==> src/rtl/tmli_pkg.sv <==
// ----------------------------------------------------------------------------
// tmli_pkg
// Shared types and codes for the triangle mesh linear interpolator.
// ----------------------------------------------------------------------------
package tmli_pkg;

  localparam logic [1:0] CMD_NODE   = 2'd0;
  localparam logic [1:0] CMD_CORNER = 2'd1;
  localparam logic [1:0] CMD_COEF   = 2'd2;
  localparam logic [1:0] CMD_EVAL   = 2'd3;

  localparam int CORNERS = 3;
  localparam int COEFS   = 3 * 3;

  typedef logic signed [31:0] q_t;

  // store write request, taken at input accept
  typedef struct packed {
    logic        valid;
    logic [1:0]  cmd;
    logic [9:0]  index;
    logic [3:0]  slot;
    q_t          value;
  } wr_req_t;

endpackage

==> src/rtl/tmli_ofifo.sv <==
// ----------------------------------------------------------------------------
// tmli_ofifo
// Result queue between the pipeline and the output channel.
// ----------------------------------------------------------------------------
module tmli_ofifo (
  input  logic         clk,
  input  logic         rst_n,
  input  logic         push,
  input  tmli_pkg::q_t push_value,
  input  logic         push_sat,
  input  logic         pop,
  output logic         not_empty,
  output tmli_pkg::q_t head_value,
  output logic         head_sat
);

  logic [32:0] buf_r [8];
  logic [2:0]  wp_r, rp_r;
  logic [3:0]  cnt_r;

  always_ff @(posedge clk) begin
    if (push) begin
      buf_r[wp_r] <= {push_sat, push_value};
    end
  end

  always_ff @(posedge clk) begin
    if (!rst_n) begin
      wp_r  <= '0;
      rp_r  <= '0;
      cnt_r <= '0;
    end else begin
      if (push) wp_r <= wp_r + 3'd1;
      if (pop)  rp_r <= rp_r + 3'd1;
      cnt_r <= cnt_r + 4'(push) - 4'(pop);
    end
  end

  assign not_empty  = cnt_r != 4'd0;
  assign head_value = buf_r[rp_r][31:0];
  assign head_sat   = buf_r[rp_r][32];

endmodule

==> config.mk <==
export PLATFORM = sky130hd
export DESIGN_NAME = tmli_ofifo
export DESIGN_NICKNAME = d
export VERILOG_FILES = /design/src/rtl/tmli_pkg.sv /design/src/rtl/tmli_ofifo.sv
export SDC_FILE = /design/constraint.sdc
export NUM_CORES = 1
export LEC_CHECK = 0
export BUFFER_PORTS_ARGS = -buffer_cell sky130_fd_sc_hd__buf_2
export CORE_ASPECT_RATIO = 2
export CORE_MARGIN = 5
export CORE_UTILIZATION = 34
export CTS_BUF_LIST = sky130_fd_sc_hd__clkbuf_4
export CTS_CLUSTER_DIAMETER = 120
export DETAILED_ROUTE_END_ITERATION = 7
export PLACE_DENSITY = 0.58
export SYNTH_ARGS = -nofsm -noshare
export SYNTH_HDL_FRONTEND = slang
export SYNTH_SLANG_ARGS = --single-unit
export TNS_END_PERCENT = 10
==> constraint.sdc <==
create_clock -name clk -period 3.34 [get_ports clk]
set_clock_uncertainty 0.2 [all_clocks]
set_input_delay 0.334 -clock clk [delete_from_list [all_inputs] [get_ports clk]]
set_output_delay 0.334 -clock clk [all_outputs]
set_load 0.05 [all_outputs]
# After elaboration in Yosys (flattened, before gate mapping)
# Memories as Yosys holds them, arrays and structs flattened. A register that Yosys moved wholly into a read port is not among the register bits.
# Index checks and enable logic that the tools add are counted.
# totals
regBits	10
ramBits	264
output_inout_bits	34
n_memories	1
# op_classes
addsub	4
n_mux	4
n_reduce_logical	1
# memory_table
name	words	word_bits	rd	rd_ports_with_merged_regs	wr	line	source
buf_r	8	33	1	1	1	tmli_ofifo.sv:17	logic [32:0] buf_r [8];
# op_table
cell	n
3-bit by 1-bit adder with 3-bit output (second input constant)	2
3-bit 2-to-1 mux	2
4-bit by 1-bit adder with 4-bit output	1
4-bit nonzero test	1
4-bit by 1-bit subtractor with 4-bit output	1
1-bit 2-to-1 mux	2

# Depth between registers and ports, before layout
# logic_depth
depth_word	3
mapped_depth	8
mapped_depth_nobuf	8

# Worst setup path after synthesis
# No wires, ideal clock.
# synth_path
kind	register to register
start	register wp_r[2]
end	memory buf_r[0][0], enable pin
setup_time_ns	0.464
arrival_time_ns	2.768
required_ns	2.676
slack_ns	-0.093
stages_incl_launch_ff	3
n_path_buf	0
synth_period_minus_slack_ns	3.433
path_cell_list	dfxtp_1 -> nand2b_1 -> nor3_1
# synth_lines
element	line	source
start, declared	tmli_ofifo.sv:18	logic [2:0] wp_r, rp_r;
start signal, assigned	tmli_ofifo.sv:33	if (push) wp_r <= wp_r + 3'd1;
end, declared	tmli_ofifo.sv:17	
# Straight into the memory's write port.

==> flow_summary.toml <==
[outcome]
status = "finished, final reports clean"

[worst_setup_path]
crit_required_ns = 2.81
path_cells = "buf_12, mux4_2, mux2_2, buf_2"
cp-end-kind = "primary output"
crit_arrival_ns = 2.48
worstPathMaxFanout = 22
path_class = "reg2out"
worst-path-buf-inv = 2
cp_top_family = "multiplexers"
cpMaxStageDelayCell = "mux4_2"
slowest_delay_ns = 0.53
start_kind = "register"

[pwr]
peakVddDrop_uv = 253
seqPwrFrac = 0.553
p_comb_frac = 0.132
powerDensity_nw_per_um2 = 566
power_mw = 7.15
swShare = 0.256
netSwitchingPower_mw = 1.83
internal_power_mw = 5.32
clockPowerShare = 0.314
p_leak_nw = 4.15

[grt]
grt_use_total = 0.127
grt_pass1_wl_mm = 33.1
antenna_found_initial = 2
grt_max_degree = 27
overflow = 0
grt_pass1_vias = 5729

[place]
place.gp.congestion = 0.700
placed_cell_area_um2 = 11600
port_buffers = 70
placed_cells = 890
dp_hpwl_mm = 13.0
dp_worst_setup_slack_ns = 0.791

[yosys]
ys_seq_elements = 277
avgSynthCellArea_um2 = 23.6
ys.flop_type = "edfxtp_1"
netlist_instances = 448
synth_edf_count = 264
yosysUniqueCellTypes = 26
yosysWarnings = 0
synth-seq-area-share = 0.775
syn_area_um2 = 10600
syn_nets = 493
synthArstFlopShare = 0

[drt]
drcViolationCount = 0
ant_nets = 0
wl_per_cell_um = 20.8
vias_per_cell = 4.87
drt-pass1-iter-count = 4
postRouteWirelength_mm = 21.4
first_iter_violations = 158
vias = 5024

[sta]
setup_tns_ns = 0
fmax_ghz = 0.332
period_share = 0.902
worst_slew_pin_slew_ns = 0.658
setup_viol = 0
slew_violations = 0
hold_violations = 0
rsz0062_at_grt = "no"
finalCriticalPeriod_ns = 3.01
layout_setup_ws_ns = 0.327
slew_headroom = 0.560

[hold_path]
hold_path_class = "in2reg"

[clock_tree]
cts_buffer_depth = 3
clkSlewWorstSetupHoldPaths_ns = 0.07
htreeDepth = 2
cts_tree = "done"
clock_latency_ns = 0.65
cts_sinks = 277
cts_root_buf = "clkbuf_4"
cts_buffers = 56

[final_layout]
stdcell_count = 1031
area_growth_pct = 19.5
final_area_um2 = 12600
drive_above_1_share = 0.421
layout.nets = 658

[run]
max-cap-violations = 0

[floorplanning]
start_util = 0.344
dieWidth_um = 135
core_area_um2 = 30700
die_h_um = 259
rows = 91
ios = 71
dieArea_um2 = 34900
[power groups by stage]
stage | logic [mW] | clock network, mW | registers [mW]
finish | 0.944 | 2.25 | 3.96
global route | 1.02 | 2.51 | 3.97
CTS | 0.959 | 2.35 | 3.97
detailed placement | 0.919 | 0 | 4.04
global placement | 0.893 | 0 | 4.04
floorplan | 0.674 | 0 | 4.01
[registers in the layout, indices dropped and copies added, names as in the netlist, named ones only]
register,count
buf_r,264
cnt_r,4
rp_r,3
wp_r,3
[per-layer routing]
metal	vias up	GRT usage	part of all wire
met4	2	0.0529	0.028
met2	123	0.238	0.57
met1	2613	0.136	0.36
li1	2241	-	-
met3	45	0.0260	0.042
met5	-	0	0.00061
[cell usage in the layout (no fill, tap or decap), types with 3 or more instances in the layout]
| cell | count |
|---|---|
| edfxtp_1 | 264 |
| buf_2 | 70 |
| mux2_2 | 33 |
| clkinv_2 | 9 |
| dlygate4sd3_1 | 36 |
| and2_1 | 7 |
| mux2i_1 | 3 |
| mux4_2 | 59 |
| nor2b_1 | 3 |
| nand2b_1 | 4 |
| buf_12 | 8 |
| nand2_1 | 5 |
| nor2_4 | 6 |
| ha_1 | 7 |
| inv_1 | 7 |
| dfxtp_1 | 10 |
| xnor2_1 | 3 |
| clkbuf_4 | 73 |
| mux4_1 | 7 |
| clkinv_1 | 19 |
| buf_4 | 11 |
[cell families (layout without fill, tap and decap cells)]
group                    after synthesis  after routing  share of synthesized area
flip-flops                           277            277                      0.775
multiplexers                         102            102                      0.181
AND/OR/NAND/NOR                       28             28                     0.0136
buffers and inverters                 26            236                     0.0145
adder cells (fa/ha/maj)                8              8                     0.0102
XOR/XNOR                               5              5                    0.00415
AO/OA/AOI/OAI                          2              2                    0.00118
other                                  0              1                          0
[synth_stat cells (2+ instances only)]
| master | instances | area, um2 |
|---|---|---|
| buf_6 | 4 | 45.0 |
| clkbuf_1 | 6 | 22.5 |
| edfxtp_1 | 264 | 7930 |
| nor2_1 | 6 | 22.5 |
| buf_2 | 6 | 30.0 |
| nor2b_1 | 3 | 18.8 |
| xor2_1 | 2 | 17.5 |
| nand2_1 | 5 | 18.8 |
| and2_1 | 7 | 43.8 |
| nand2b_1 | 4 | 25.0 |
| dfxtp_1 | 13 | 260 |
| inv_1 | 7 | 26.3 |
| ha_1 | 7 | 87.6 |
| mux2_2 | 33 | 372 |
| nor3_1 | 2 | 10.0 |
| mux2i_1 | 3 | 30.0 |
| mux4_1 | 7 | 184 |
| mux4_2 | 59 | 1330 |
| xnor2_1 | 3 | 26.3 |
[layout make-up]
class / count / area (um2)
diodes: 1 / 2.50
clock buffers: 73 / 548
clock inverters: 30 / 124
fillers: 2742 / 18100
inverters: 7 / 26.3
multi-input cells: 145 / 2280
flip-flops and latches: 277 / 8200
well taps: 372 / 465
repair buffers: 126 / 978
[metrics by stage]
step	hold WS, ns	util
after floorplan	0.233	-
after global placement	0.330	0.376
after detailed placement	0.334	0.376
after CTS	0.209	0.410
after global routing	0.243	0.411
final	0.289	0.411
[worst paths after layout]
kind                            slack, ns  depth (start not counted)     startpoint             end
worst max-delay path                 0.33                          4       register  head_value[21]
worst min-delay path                 0.29                          2  push_value[9]     buf_r[2][9]
worst max register to register       1.25                          3        wp_r[0]    buf_r[5][10]
worst min register to register       0.35                          2        rp_r[1]        register
[repair_timing]
item / CTS / global route
endpoints found under the setup margin: 0 / 8
buffers inserted: 0 / 1
gates resized for setup: 0 / 0
hold endpoints to repair: 277 / 0
hold buffers: 36 / 0
Note: power is estimated with default switching activity, not from simulation.
